[config.mk]
export PLATFORM = sky130hd
export DESIGN_NAME = reversing_relay_dead_time_controller_top
export DESIGN_NICKNAME = d
export VERILOG_FILES = /design/src/rrdt_pkg.sv /design/src/reversing_relay_dead_time_controller_top.sv /design/src/rrdt_chan_unit.sv /design/src/rrdt_ctrl.sv
export SDC_FILE = /design/constraint.sdc
export NUM_CORES = 1
export LEC_CHECK = 0
export BUFFER_PORTS_ARGS = -buffer_cell sky130_fd_sc_hd__buf_2
export CAP_MARGIN = 5
export CELL_PAD_IN_SITES_DETAIL_PLACEMENT = 1
export CELL_PAD_IN_SITES_GLOBAL_PLACEMENT = 2
export CORE_MARGIN = 2
export CORE_UTILIZATION = 46
export CTS_BUF_LIST = sky130_fd_sc_hd__clkbuf_2 sky130_fd_sc_hd__clkbuf_4 sky130_fd_sc_hd__clkbuf_8
export CTS_CLUSTER_DIAMETER = 150
export DETAILED_ROUTE_END_ITERATION = 12
export PLACE_DENSITY_LB_ADDON = 0.25
export SKIP_CTS_REPAIR_TIMING = 1
export SLEW_MARGIN = 30
export SYNTH_ARGS = -nofsm -noshare
export SYNTH_HDL_FRONTEND = slang
export SYNTH_SLANG_ARGS = --single-unit
[constraint.sdc]
create_clock -name clk -period 9.31 [get_ports clk]
set_input_delay 1.862 -clock clk [delete_from_list [all_inputs] [get_ports clk]]
set_output_delay 1.862 -clock clk [all_outputs]
set_load 0.03 [all_outputs]
[src/rrdt_pkg.sv]
`default_nettype none

package rrdt_pkg;

	localparam int CHANNELS_DEF = 8;
	localparam int TIME_WIDTH_DEF = 16;
	localparam int INERTIA_W = 16;
	localparam logic [INERTIA_W-1:0] INERTIA_RESET = 16'd800;
	localparam int MAX_RESULTS = 8;
	localparam int CNT_W = 4;

	// Command kinds as they arrive on the input word.
	localparam logic [2:0] KIND_TICK = 3'd0;
	localparam logic [2:0] KIND_FWD  = 3'd1;
	localparam logic [2:0] KIND_REV  = 3'd2;
	localparam logic [2:0] KIND_STOP = 3'd3;
	localparam logic [2:0] KIND_FLIP = 3'd4;

	typedef enum logic [2:0] {
		MODE_FREE     = 3'd0,
		MODE_STOPPED  = 3'd1,
		MODE_FWD      = 3'd2,
		MODE_REV      = 3'd3,
		MODE_FWD_PEND = 3'd4,
		MODE_REV_PEND = 3'd5
	} mode_t;

	// Shared by last direction and pending command.
	typedef enum logic [1:0] {
		CMD_NONE = 2'd0,
		CMD_FWD  = 2'd1,
		CMD_REV  = 2'd2,
		CMD_FREE = 2'd3
	} cmd_t;

	typedef struct packed {
		logic [2:0] kind;
		logic [2:0] channel;
		logic       all_channels;
	} cmd_word_t;

	typedef struct packed {
		logic [2:0] out_channel;
		logic [2:0] chan_state;
		logic       drive_a;
		logic       drive_b;
		logic       flipped;
		logic       last;
	} rsp_word_t;

	typedef struct packed {
		mode_t                mode;
		cmd_t                 last_dir;
		cmd_t                 pend;
		logic                 swap;
		logic [INERTIA_W-1:0] countdown;
		logic                 drive_a;
		logic                 drive_b;
	} chan_t;

endpackage

`default_nettype wire

[src/reversing_relay_dead_time_controller_top.sv]
// Flow: a command visits each of its channels in turn in the shared update unit (S_WALK),
// then S_EMIT scans the change marks and sends a word for each marked channel that it meets.
// A tick or an all-channel command visits all channels; a single-channel command visits one.
// An output stall holds the scan. Unused kinds and absent channels are taken and dropped.
// No overlap of items: the input stalls until the scan of the last command is over.
// Reset is asynchronous: all channels stopped and idle, dead time 800 ticks, no clear pass.
`default_nettype none

module reversing_relay_dead_time_controller_top #(
	parameter int CHANNELS   = rrdt_pkg::CHANNELS_DEF,
	parameter int TIME_WIDTH = rrdt_pkg::TIME_WIDTH_DEF
) (
	input  logic                           clk,
	input  logic                           arst_n,
	input  logic                           cfg_valid,
	output logic                           cfg_ready,
	input  logic [rrdt_pkg::INERTIA_W-1:0] cfg_data,
	input  logic                           cmd_valid,
	output logic                           cmd_stall,
	input  rrdt_pkg::cmd_word_t            cmd,
	output logic                           rsp_valid,
	input  logic                           rsp_stall,
	output rrdt_pkg::rsp_word_t            rsp
);
	import rrdt_pkg::*;

	logic [INERTIA_W-1:0] inertia_q;

	assign cfg_ready = 1'b1;

	always_ff @(posedge clk or negedge arst_n) begin
		if (!arst_n) begin
			inertia_q <= INERTIA_RESET;
		end else if (cfg_valid && cfg_ready) begin
			inertia_q <= cfg_data;
		end
	end

	rrdt_ctrl #(
		.CHANNELS  (CHANNELS),
		.TIME_WIDTH(TIME_WIDTH)
	) u_ctrl (
		.clk      (clk),
		.arst_n   (arst_n),
		.inertia  (inertia_q),
		.cmd_valid(cmd_valid),
		.cmd_stall(cmd_stall),
		.cmd      (cmd),
		.rsp_valid(rsp_valid),
		.rsp_stall(rsp_stall),
		.rsp      (rsp)
	);

	// A tick always visits every channel, so the block must be busy right after one.
	a_tick_busy: assert property (@(posedge clk) disable iff (!arst_n)
		cmd_valid && !cmd_stall && cmd.kind == KIND_TICK |=> cmd_stall)
		else $error("tick word accepted without starting a channel walk");

	a_lines_exclusive: assert property (@(posedge clk) disable iff (!arst_n)
		rsp_valid |-> !(rsp.drive_a && rsp.drive_b))
		else $error("both relay lines driven on one channel");

	a_stopped_dark: assert property (@(posedge clk) disable iff (!arst_n)
		rsp_valid && rsp.chan_state == MODE_STOPPED |-> !rsp.drive_a && !rsp.drive_b)
		else $error("stopped channel reports a driven relay line");

	a_running_one_line: assert property (@(posedge clk) disable iff (!arst_n)
		rsp_valid && (rsp.chan_state == MODE_FWD || rsp.chan_state == MODE_REV)
		|-> rsp.drive_a != rsp.drive_b)
		else $error("running channel does not drive exactly one line");

endmodule

`default_nettype wire

[src/rrdt_chan_unit.sv]
`default_nettype none

module rrdt_chan_unit #(
	parameter int TIME_WIDTH = rrdt_pkg::TIME_WIDTH_DEF
) (
	input  logic [2:0]                     kind,
	input  logic [rrdt_pkg::INERTIA_W-1:0] inertia,
	input  rrdt_pkg::chan_t                cur,
	input  logic [TIME_WIDTH-1:0]          cur_since,
	output rrdt_pkg::chan_t                nxt,
	output logic [TIME_WIDTH-1:0]          nxt_since,
	output logic                           changed
);
	import rrdt_pkg::*;

	localparam int SW = (TIME_WIDTH > INERTIA_W) ? TIME_WIDTH : INERTIA_W;

	logic [INERTIA_W-1:0] dead;
	logic [INERTIA_W-1:0] cd_dec;
	logic [SW-1:0]        since_ext;
	logic [SW-1:0]        dead_ext;
	logic [SW-1:0]        remain;
	logic                 dead_passed;
	logic                 has_run;
	cmd_t                 dir;

	function automatic chan_t run_dir(chan_t s, cmd_t d);
		chan_t r;
		r = s;
		r.drive_a = s.swap ? (d == CMD_REV) : (d == CMD_FWD);
		r.drive_b = s.swap ? (d == CMD_FWD) : (d == CMD_REV);
		r.last_dir = d;
		r.mode = (d == CMD_FWD) ? MODE_FWD : MODE_REV;
		return r;
	endfunction

	function automatic chan_t stop_ch(chan_t s, logic [INERTIA_W-1:0] dt);
		chan_t r;
		r = s;
		r.drive_a = 1'b0;
		r.drive_b = 1'b0;
		r.mode = MODE_STOPPED;
		r.pend = CMD_NONE;
		r.countdown = '0;
		if (s.last_dir == CMD_FWD || s.last_dir == CMD_REV) begin
			r.pend = CMD_FREE;
			r.countdown = dt;
		end else begin
			r.mode = MODE_FREE;
		end
		return r;
	endfunction

	function automatic chan_t flip_ch(chan_t s, logic [INERTIA_W-1:0] dt);
		chan_t r;
		r = s;
		r.swap = ~s.swap;
		r.pend = CMD_FREE;
		r.countdown = dt;
		return r;
	endfunction

	assign dead = (inertia == '0) ? INERTIA_W'(1) : inertia;
	assign cd_dec = cur.countdown - 1'b1;
	assign since_ext = SW'(cur_since);
	assign dead_ext = SW'(dead);
	assign remain = dead_ext - since_ext;
	assign dead_passed = (since_ext >= dead_ext);
	assign has_run = (cur.last_dir == CMD_FWD) || (cur.last_dir == CMD_REV);
	assign dir = (kind == KIND_REV) ? CMD_REV : CMD_FWD;

	always_comb begin
		nxt = cur;
		nxt_since = cur_since;
		case (kind) inside
			KIND_TICK: begin
				if (cur_since != '1)
					nxt_since = cur_since + 1'b1;
				if (cur.countdown != '0) begin
					nxt.countdown = cd_dec;
					if (cd_dec == '0) begin
						nxt.pend = CMD_NONE;
						case (cur.pend) inside
							CMD_FWD, CMD_REV: nxt = run_dir(nxt, cur.pend);
							CMD_FREE: nxt.mode = MODE_FREE;
							default: ;
						endcase
					end
				end
			end
			KIND_STOP: begin
				if (cur.mode != MODE_STOPPED) begin
					nxt = stop_ch(cur, dead);
					if (has_run)
						nxt_since = '0;
				end
			end
			KIND_FWD, KIND_REV, KIND_FLIP: begin
				case (cur.mode) inside
					MODE_FREE: begin
						nxt = (kind == KIND_FLIP) ? flip_ch(cur, dead) : run_dir(cur, dir);
					end
					MODE_STOPPED: begin
						if (kind == KIND_FLIP) begin
							nxt = flip_ch(cur, dead);
						end else if (cur.last_dir == dir || cur.last_dir == CMD_NONE ||
								dead_passed) begin
							nxt = run_dir(cur, dir);
						end else begin
							// Opposite run waits out what is left of the dead time.
							nxt.pend = dir;
							nxt.mode = (dir == CMD_FWD) ? MODE_FWD_PEND : MODE_REV_PEND;
							nxt.countdown = remain[INERTIA_W-1:0];
						end
					end
					MODE_FWD, MODE_REV: begin
						if (kind == KIND_FLIP) begin
							nxt = flip_ch(stop_ch(cur, dead), dead);
							nxt_since = '0;
						end else if (cur.last_dir != dir) begin
							nxt.pend = dir;
							nxt.mode = (dir == CMD_FWD) ? MODE_FWD_PEND : MODE_REV_PEND;
							nxt.countdown = dead;
						end
					end
					default: ;
				endcase
			end
			default: ;
		endcase
	end

	assign changed = (nxt.mode != cur.mode) || (nxt.drive_a != cur.drive_a) ||
		(nxt.drive_b != cur.drive_b) || (nxt.swap != cur.swap);

endmodule

`default_nettype wire

[src/rrdt_ctrl.sv]
`default_nettype none

module rrdt_ctrl #(
	parameter int CHANNELS   = rrdt_pkg::CHANNELS_DEF,
	parameter int TIME_WIDTH = rrdt_pkg::TIME_WIDTH_DEF
) (
	input  logic                           clk,
	input  logic                           arst_n,
	input  logic [rrdt_pkg::INERTIA_W-1:0] inertia,
	input  logic                           cmd_valid,
	output logic                           cmd_stall,
	input  rrdt_pkg::cmd_word_t            cmd,
	output logic                           rsp_valid,
	input  logic                           rsp_stall,
	output rrdt_pkg::rsp_word_t            rsp
);
	import rrdt_pkg::*;

	localparam int CW = (CHANNELS > 1) ? $clog2(CHANNELS) : 1;
	localparam logic [CW-1:0] LAST_CH = CW'(CHANNELS - 1);

	typedef enum logic [1:0] {
		S_IDLE,
		S_WALK,
		S_EMIT
	} state_t;

	state_t               state_q;
	logic [2:0]           kind_q;
	logic                 single_q;
	logic [CW-1:0]        idx_q;
	logic [CHANNELS-1:0]  changed_q;
	logic [CNT_W-1:0]     sent_q;
	chan_t                st_q [CHANNELS];
	logic [TIME_WIDTH-1:0] ss_q [CHANNELS];
	rsp_word_t            rsp_q;
	logic                 rsp_valid_q;

	chan_t                cur;
	chan_t                nxt;
	logic [TIME_WIDTH-1:0] nxt_since;
	logic                 unit_changed;
	logic                 in_range;
	logic                 kind_ok;
	logic                 rsp_free;
	logic                 more_after;
	logic                 is_last;
	logic                 emit;

	assign cur = st_q[idx_q];
	assign cmd_stall = (state_q != S_IDLE);
	assign in_range = ({2'b00, cmd.channel} < 5'(CHANNELS));
	assign kind_ok = (cmd.kind <= KIND_FLIP);
	assign rsp_free = !rsp_valid_q || !rsp_stall;
	assign more_after = |((changed_q >> idx_q) >> 1);
	assign is_last = (sent_q == CNT_W'(MAX_RESULTS - 1)) || !more_after;
	assign emit = (state_q == S_EMIT) && changed_q[idx_q] && rsp_free;

	rrdt_chan_unit #(
		.TIME_WIDTH(TIME_WIDTH)
	) u_unit (
		.kind      (kind_q),
		.inertia   (inertia),
		.cur       (cur),
		.cur_since (ss_q[idx_q]),
		.nxt       (nxt),
		.nxt_since (nxt_since),
		.changed   (unit_changed)
	);

	always_ff @(posedge clk or negedge arst_n) begin
		if (!arst_n) begin
			state_q <= S_IDLE;
			kind_q <= KIND_TICK;
			single_q <= 1'b0;
			idx_q <= '0;
			changed_q <= '0;
			sent_q <= '0;
			rsp_valid_q <= 1'b0;
			for (int i = 0; i < CHANNELS; i++) begin
				st_q[i] <= '{mode: MODE_STOPPED, last_dir: CMD_NONE, pend: CMD_NONE,
					swap: 1'b0, countdown: '0, drive_a: 1'b0, drive_b: 1'b0};
				ss_q[i] <= '0;
			end
		end else begin
			if (emit)
				rsp_valid_q <= 1'b1;
			else if (rsp_free)
				rsp_valid_q <= 1'b0;
			unique case (state_q)
				S_IDLE: begin
					if (cmd_valid) begin
						kind_q <= cmd.kind;
						changed_q <= '0;
						sent_q <= '0;
						if (cmd.kind == KIND_TICK || (kind_ok && cmd.all_channels)) begin
							idx_q <= '0;
							single_q <= 1'b0;
							state_q <= S_WALK;
						end else if (kind_ok && in_range) begin
							idx_q <= CW'(cmd.channel);
							single_q <= 1'b1;
							state_q <= S_WALK;
						end
					end
				end
				S_WALK: begin
					st_q[idx_q] <= nxt;
					ss_q[idx_q] <= nxt_since;
					changed_q[idx_q] <= unit_changed;
					if (single_q || idx_q == LAST_CH) begin
						idx_q <= '0;
						state_q <= S_EMIT;
					end else begin
						idx_q <= idx_q + 1'b1;
					end
				end
				S_EMIT: begin
					// Scan the change marks; a marked channel waits for a free output word.
					if (changed_q[idx_q]) begin
						if (rsp_free) begin
							rsp_q.out_channel <= 3'(idx_q);
							rsp_q.chan_state <= cur.mode;
							rsp_q.drive_a <= cur.drive_a;
							rsp_q.drive_b <= cur.drive_b;
							rsp_q.flipped <= cur.swap;
							rsp_q.last <= is_last;
							sent_q <= sent_q + 1'b1;
							if (is_last)
								state_q <= S_IDLE;
							else
								idx_q <= idx_q + 1'b1;
						end
					end else if (idx_q == LAST_CH) begin
						state_q <= S_IDLE;
					end else begin
						idx_q <= idx_q + 1'b1;
					end
				end
				default: state_q <= S_IDLE;
			endcase
		end
	end

	assign rsp_valid = rsp_valid_q;
	assign rsp = rsp_q;

endmodule

`default_nettype wire

==> results of run 1 <==
[where the power goes]
group / internal, W / switching [W] / leakage [nW]
clock network: 0.000922 / 0.000722 / 0.745
registers: 0.00221 / 0.000392 / 5.00
logic: 0.00181 / 0.00414 / 4.19
total: 0.00495 / 0.00525 / 9.93
[worst min-delay path: cells and delay by family (launching register included)]
family	cells	cell delay [ns]
DFF	1	0.34
AOI/OAI and AO/OA	1	0.06
and+or+nand+nor	1	0.04
[logic make-up (layout without fill, tap and decap cells)]
family,after synthesis,in the layout
mux,135,135
simple gates,745,745
xor+xnor,24,24
buf+inv,207,242
flops,384,384
fa+ha+maj,30,30
compound gates,757,757
other cells,1,3
[synth_stat cells, types with 9 or more instances]
| master | count | share of area (%) |
|---|---|---|
| o21ai_1 | 115 | 2.7 |
| nor3b_1 | 9 | 0.32 |
| nor4_1 | 12 | 0.35 |
| a21boi_0 | 9 | 0.32 |
| nor2_1 | 99 | 1.7 |
| o22ai_1 | 21 | 0.61 |
| inv_1 | 34 | 0.60 |
| a21oi_1 | 81 | 1.9 |
| and3_1 | 12 | 0.35 |
| nand2_1 | 435 | 7.6 |
| o211ai_1 | 9 | 0.32 |
| a31oi_1 | 29 | 0.85 |
| nand3_1 | 48 | 1.1 |
| o31ai_1 | 14 | 0.49 |
| ha_1 | 29 | 1.7 |
| nor2b_1 | 11 | 0.32 |
| o21ai_0 | 280 | 6.6 |
| edfxtp_1 | 10 | 1.4 |
| mux4_2 | 35 | 3.7 |
| buf_6 | 11 | 0.58 |
| clkbuf_1 | 114 | 2.0 |
| buf_4 | 14 | 0.49 |
| dfstp_2 | 11 | 1.4 |
| xnor2_1 | 11 | 0.45 |
| a211oi_1 | 10 | 0.35 |
| buf_2 | 20 | 0.47 |
| nand4_1 | 12 | 0.35 |
| a221oi_1 | 21 | 0.86 |
| nor3_1 | 40 | 0.94 |
| a221o_1 | 12 | 0.56 |
| nand2b_1 | 15 | 0.44 |
| dfrtp_1 | 363 | 42 |
| mux2i_1 | 50 | 2.3 |
| a22o_1 | 15 | 0.61 |
| mux2_2 | 42 | 2.2 |
| a22oi_1 | 11 | 0.39 |
| xor2_1 | 13 | 0.53 |
[area by class of cell]
type / count / area (um^2) / share of cell area (%)
well taps: 600 / 751 / 3.21
multi-input cells: 1692 / 10800 / 46.3
flip-flops and latches: 384 / 9680 / 41.3
repair buffers: 82 / 567 / 2.42
clock inverters: 17 / 149 / 0.636
inverters: 41 / 156 / 0.668
diodes: 2 / 5.00 / 0.0214
clock buffers: 102 / 1260 / 5.38
[through the flow]
stage	instances	util, %	instance area (um^2)	hold slack [ns]
final	2920	51.3	23400	0.475
after global routing	2919	51.3	23400	0.502
after CTS	2917	51.1	23300	0.476
after detailed placement	2798	48.0	21900	0.463
after global placement	2798	48.0	21900	0.455
after floorplan	2283	-	21400	0.442
[worst max-delay path by stage]
stage | from | cells after the start | slack, ns | endpoint
5_1_grt | u_ctrl.idx_q[0] | 15 | 2.38 | u_ctrl.st_q[110]
2_1_floorplan | u_ctrl.idx_q[0] | 18 | 3.92 | u_ctrl.st_q[183]
4_1_cts | u_ctrl.idx_q[0] | 15 | 2.93 | u_ctrl.st_q[189]
3_3_place_gp | u_ctrl.idx_q[0] | 15 | 2.97 | u_ctrl.st_q[188]
6_report | u_ctrl.idx_q[0] | 15 | 2.88 | u_ctrl.st_q[189]
3_5_place_dp | u_ctrl.idx_q[0] | 15 | 3.01 | u_ctrl.st_q[189]
[state kept, by name (all words and copies together), names as in the netlist]
| register | count |
|---|---|
| u_ctrl.rsp | 10 |
| inertia_q | 16 |
| u_ctrl.state_q | 2 |
| u_ctrl.sent_q | 4 |
| u_ctrl.idx_q | 3 |
| u_ctrl.rsp_valid | 1 |
| u_ctrl.kind_q | 3 |
| u_ctrl.ss_q | 128 |
| u_ctrl.st_q | 208 |
| u_ctrl.single_q | 1 |
| u_ctrl.changed_q | 8 |
[layer usage]
layer	share of wire [%]	routed length, um	up-vias	GRT usage, %
li1	-	-	8274	-
met1	45	34100	9472	43.7
met2	46	35200	620	52.3
met3	6.1	4660	166	6.50
met4	3.4	2590	0	12.0
met5	0	0	-	0
==> impl_metrics.toml, run 1 <==
[worst_setup_path]
slowest_delay_ns = 0.81
cp_cell_sequence = "buf_4 -> and2b_1 -> a221oi_1 -> o221ai_1 -> inv_1 -> ha_1 -> o31ai_1 -> a31oi_1 -> a2111o_1 -> nand3_1 -> o311ai_0 -> a221oi_1 -> o21ai_0 -> nor3_2 -> o21ai_0"
r2r-start = "u_ctrl.idx_q[0]"
crit_type = "flip-flop to flip-flop"
cpLargestDelayFamily = "compound AO/OA/AOI/OAI gates"
r2r_setup_slack_ns = 2.88
cp_num_buf_inv = 2
cp-start-kind = "flip-flop"
crit_slowest_cell = "dfrtp_2"
r2r_end = "u_ctrl.st_q[189]"
crit_fanout = 29
worstPathRequired_ns = 9.81
critPathArrivalTime_ns = 6.93
worstRegToRegCells = 15
crit_path_end_kind = "flip-flop"

[yosys]
synth_top_family_by_area = "compound AO/OA/AOI/OAI gates"
syn_inst = 2283
syn_area_per_cell_um2 = 9.37
synthAdderAreaFrac_pct = 1.79
synth_ff_type = "dfrtp_1"
synth_compound_area_share_pct = 22.6
yosysUniqueCellTypes = 114
ys_warn_count = 0
synth-xor-area-share_pct = 0.983
ys_async_sr_fraction_pct = 97.4
seq_area_frac_synth_pct = 45.2
yosys.area_share.simple_pct = 15.6
netlist_area_um2 = 21400
synth_edf_count = 10
synthMuxAreaShare_pct = 9.09
synth_nets = 2341
ys_ff_latch = 384

[pwr]
cellPowerDensity_nw_per_um2 = 436
p_leak_nw = 9.93
ir_worst_vdd_mv = 0.165
power.total_w = 0.0102

[finish]
layout_commonest_cell = "nand2_1"
layout_common_cells = "nand2_1, dfrtp_1, o21ai_0"
nFillCells = 5196
drive_gt1_share_pct = 16.4
nets = 2328
synthToLayoutAreaGrowth_pct = 9.52

[floorplanning]
rows = 78
coreArea_um2 = 45700
start_util_pct = 46.8
dieHeight_um = 220
pin_count = 41
dieArea_um2 = 48200
die_w_um = 220

[sta]
slew_headroom_pct = 31.4
skew_ns = 0.0424
final.period_utilization_pct = 69.0
finalMaxSlewViolations = 0
rsz0062_at_grt = "no"
min_period_ns = 6.43
finalWorstSetupSlack_ns = 2.88
finalHoldViolations = 0
fmax_mhz = 156
setup_viol = 0
worst_slew_pin_slew_ns = 1.03
setup_tns_ns = 0

[global_routing]
antenna_found_initial = 1
grt_max_degree = 122
grt_pass1_wl_um = 119000
globalRouteOverflowTotal = 0
globalRouteTotalUtil_pct = 32.6
grt_pass1_vias = 19400

[clock_tree]
cts_root_buffer = "clkbuf_8"
clk_latency_ns = 0.67
cts_tree = "done"
clock_path_buffers = 3
cts.sinks = 384
htreeDepth = 3
cts_buffers = 69
clk_pin_slew_ns = 0.06

[place]
gp_congestion = 1.03
dp_slack_ns = 3.01
dp_hpwl_um = 51900
port_buffers = 39

[worst_hold_path]
holdPathEnd = "u_ctrl.st_q[177]"
hold_start = "u_ctrl.st_q[177]"
hold_class = "flip-flop to flip-flop"
holdPathStages = 2

[detailed_routing]
firstDrtPassIters = 5
wl_um = 76500
via_per_inst = 6.35
avgRoutedWirePerCell_um = 26.2
drc_errors = 0
drt_iter0_markers = 1687
ant_nets = 0
num_vias = 18500

[outcome]
run_status = "finished, final reports clean"

[flow_run]
cap_violations = 0
(Power assumes the default switching activity.)
==> inputs of run 2 (changes only) <==
--- a/config.mk
+++ b/config.mk
@@ -5,12 +5,13 @@
 export SDC_FILE = /design/constraint.sdc
 export NUM_CORES = 1
 export LEC_CHECK = 0
+export ABC_AREA = 1
 export BUFFER_PORTS_ARGS = -buffer_cell sky130_fd_sc_hd__buf_2
 export CAP_MARGIN = 5
 export CELL_PAD_IN_SITES_DETAIL_PLACEMENT = 1
 export CELL_PAD_IN_SITES_GLOBAL_PLACEMENT = 2
 export CORE_MARGIN = 2
-export CORE_UTILIZATION = 46
+export CORE_UTILIZATION = 35
 export CTS_BUF_LIST = sky130_fd_sc_hd__clkbuf_2 sky130_fd_sc_hd__clkbuf_4 sky130_fd_sc_hd__clkbuf_8
 export CTS_CLUSTER_DIAMETER = 150
 export DETAILED_ROUTE_END_ITERATION = 12
==> constraint.sdc (replaced) <==
create_clock -name clk -period 5.7 [get_ports clk]
set_input_delay 1.14 -clock clk [delete_from_list [all_inputs] [get_ports clk]]
set_output_delay 1.14 -clock clk [all_outputs]
set_load 0.03 [all_outputs]
==> run 2 against run 1 <==
  * Synthesized area grew 3.1%
  * Non-clock buffer count grew 16
  * First-iteration DRC count shrank 7.6%
  * Critical path type unchanged
==> impl_metrics.toml, run 2 <==
[worst_setup_path]
path_common_cell = "o21ai_0"
cp-start-kind = "flip-flop"
slowest_delay_ns = 0.49
crit_fanout = 8
crit_slowest_cell = "dfrtp_1"
cp_cell_sequence = "inv_1 -> nand2_1 -> nor2_2 -> inv_2 -> o22ai_1 -> a221oi_1 -> nand4_1 -> inv_1 -> ha_1 -> nand2_1 -> o21ai_0 -> a21oi_1 -> o21ai_0 -> a21boi_0 -> o21ai_0 -> o21ai_0 -> o21ai_0 -> a21oi_1 -> o21ai_0 -> o211ai_1 -> nand2_1 -> nand2_1 -> nand2_1"
crit_type = "flip-flop to flip-flop"
worstPathRequired_ns = 6.30
cp_num_buf_inv = 3
cp.depth = 23
worstRegToRegCells = 23
crit_path_end_kind = "flip-flop"
cpLargestDelayFamily = "compound AO/OA/AOI/OAI gates"
critPathArrivalTime_ns = 5.80

[sta]
setup_viol = 0
skew_ns = 0.0624
finalWorstSetupSlack_ns = 0.506
fmax_mhz = 193
rsz0062_at_grt = "no"
setup_tns_ns = 0
slew_headroom_pct = 37.0
finalMaxSlewViolations = 0
finalHoldViolations = 0
whs_ns = 0.380
worst_slew_pin_slew_ns = 0.943
min_period_ns = 5.19
final.period_utilization_pct = 91.1

[finish]
nFillCells = 7886
largest_register_ffs = 208
nets = 3143
synthToLayoutAreaGrowth_pct = 12.3
regArea_um2 = 9680
top_register = "u_ctrl.st_q"
final_core_util_pct = 39.5
stdcell_count = 3990
drive_gt1_share_pct = 11.9
layout_commonest_cell = "nand2_1"
top_regs = "u_ctrl.st_q: 208 flops, u_ctrl.ss_q: 128 flops, inertia_q: 16 flops"
layout_common_cells = "nand2_1, dfrtp_1, o21ai_0"
multi_input_area_um2 = 10700

[floorplanning]
coreArea_um2 = 62600
dieArea_um2 = 65000
rows = 92
dieHeight_um = 255
start_util_pct = 35.2
pin_count = 41
die_w_um = 255

[flow_run]
cap_violations = 0

[place]
dp_slack_ns = 0.487
dp_hpwl_um = 58500
gp_congestion = 0.943
placed_cells = 3852
port_buffers = 39

[global_routing]
grt_busiest_layer = "met2"
antenna_found_initial = 1
grt_pass1_vias = 22000
grt_max_degree = 159
met2_usage_pct = 45.6
use_met3_pct = 3.67
globalRouteOverflowTotal = 0
grt_pass1_wl_um = 135000
globalRouteTotalUtil_pct = 27.7
use_met1_pct = 37.1

[yosys]
ys_ff_latch = 384
synth_area_leaders = "dfrtp_1, nand2_1, o21ai_0, inv_1, nor2_1"
synth_edf_count = 10
yosysTopAreaCell = "dfrtp_1"
netlist_area_um2 = 22000
synth_most_common_cell = "nand2_1"
synthTopCellsByCount = "nand2_1, dfrtp_1, o21ai_0"
yosysTopAreaCellShare_pct = 41.2
synth_ff_type = "dfrtp_1"
ys_warn_count = 0
syn_area_per_cell_um2 = 7.18
seq_area_frac_synth_pct = 43.9
synth_nets = 3128
ys_async_sr_fraction_pct = 97.4
syn_inst = 3070
yosysUniqueCellTypes = 66

[detailed_routing]
wl_um = 89400
ant_nets = 0
avgRoutedWirePerCell_um = 22.4
via_per_inst = 5.38
firstDrtPassIters = 7
drc_errors = 0
drt_iter0_markers = 1559
num_vias = 21500

[clock_tree]
cts_root_buffer = "clkbuf_8"
cts_buffers = 74
cts.sinks = 384
htreeDepth = 3
clk_latency_ns = 0.71
clk_pin_slew_ns = 0.06
clock_path_buffers = 3
cts_tree = "done"

[worst_hold_path]
hold_class = "input port to async pin"

[pwr]
cellPowerDensity_nw_per_um2 = 683
p_leak_nw = 12.2
ir_worst_vdd_mv = 0.306

[outcome]
run_status = "finished, final reports clean"
==> run 2: cell count changes after synthesis, sizes merged, moves of 29 or more <==
| cell | before | now |
|---|---|---|
| inv | 39 | 243 |
| mux2 | 42 | 3 |
| mux2i | 55 | 1 |
| mux4 | 38 | 0 |
| nand2 | 437 | 1375 |
| nand3 | 49 | 92 |
| nor2 | 102 | 166 |
| nor3 | 45 | 16 |
| o21ai | 400 | 292 |
==> run 2: layout make-up <==
cell class,instances,area share (%)
clock buffer,121,6.15
timing repair buffer,98,2.93
antenna,1,0.0101
sequential,384,39.1
inverter,249,3.81
tap,846,4.28
multi-input combinational,2278,43.3
clock inverter,13,0.399
==> run 2: worst paths after layout <==
check | slack, ns | from | endpoint
min in group clk | 0.48 | u_ctrl.st_q[2] | u_ctrl.st_q[2]
max | 0.51 | u_ctrl.idx_q[2] | u_ctrl.st_q[91]
max reg2reg | 0.51 | u_ctrl.idx_q[2] | u_ctrl.st_q[91]
max in group asynchronous | 3.47 | arst_n | u_ctrl.ss_q[109]
min | 0.38 | arst_n | u_ctrl.st_q[130]
min reg2reg | 0.48 | u_ctrl.st_q[2] | u_ctrl.st_q[2]
==> run 2: layer usage <==
metal,share of wire [%],wire length [um]
met1,45,40600
met3,4.1,3640
met4,3.5,3150
met2,47,42000
met5,0,0
==> run 2: cells by family (layout without fill, tap and decap cells) <==
family / count (synthesis) / in the layout / share of synthesized area (%)
simple gates: 1676 / 1676 / 30.7
compound gates: 550 / 550 / 15.0
buf+inv: 408 / 481 / 7.81
flops: 384 / 384 / 43.9
fa+ha+maj: 30 / 30 / 1.74
xor+xnor: 17 / 17 / 0.675
mux: 4 / 4 / 0.199
other cells: 1 / 2 / 0.0170
==> run 2: where the power goes <==
part | leakage (nW) | total [W] | internal, W | switching [W]
clock network | 0.868 | 0.00303 | 0.00170 | 0.00132
logic | 6.28 | 0.00992 | 0.00251 | 0.00742
registers | 5.02 | 0.00397 | 0.00353 | 0.000442
total | 12.2 | 0.0169 | 0.00774 | 0.00918
==> run 2: stage by stage <==
stage	total power [W]	cell area [um^2]
2_1_floorplan	0.0104	22000
5_1_grt	0.0181	24800
3_3_place_gp	0.0136	23100
3_5_place_dp	0.0138	23100
6_report	0.0169	24800
4_1_cts	0.0169	24700
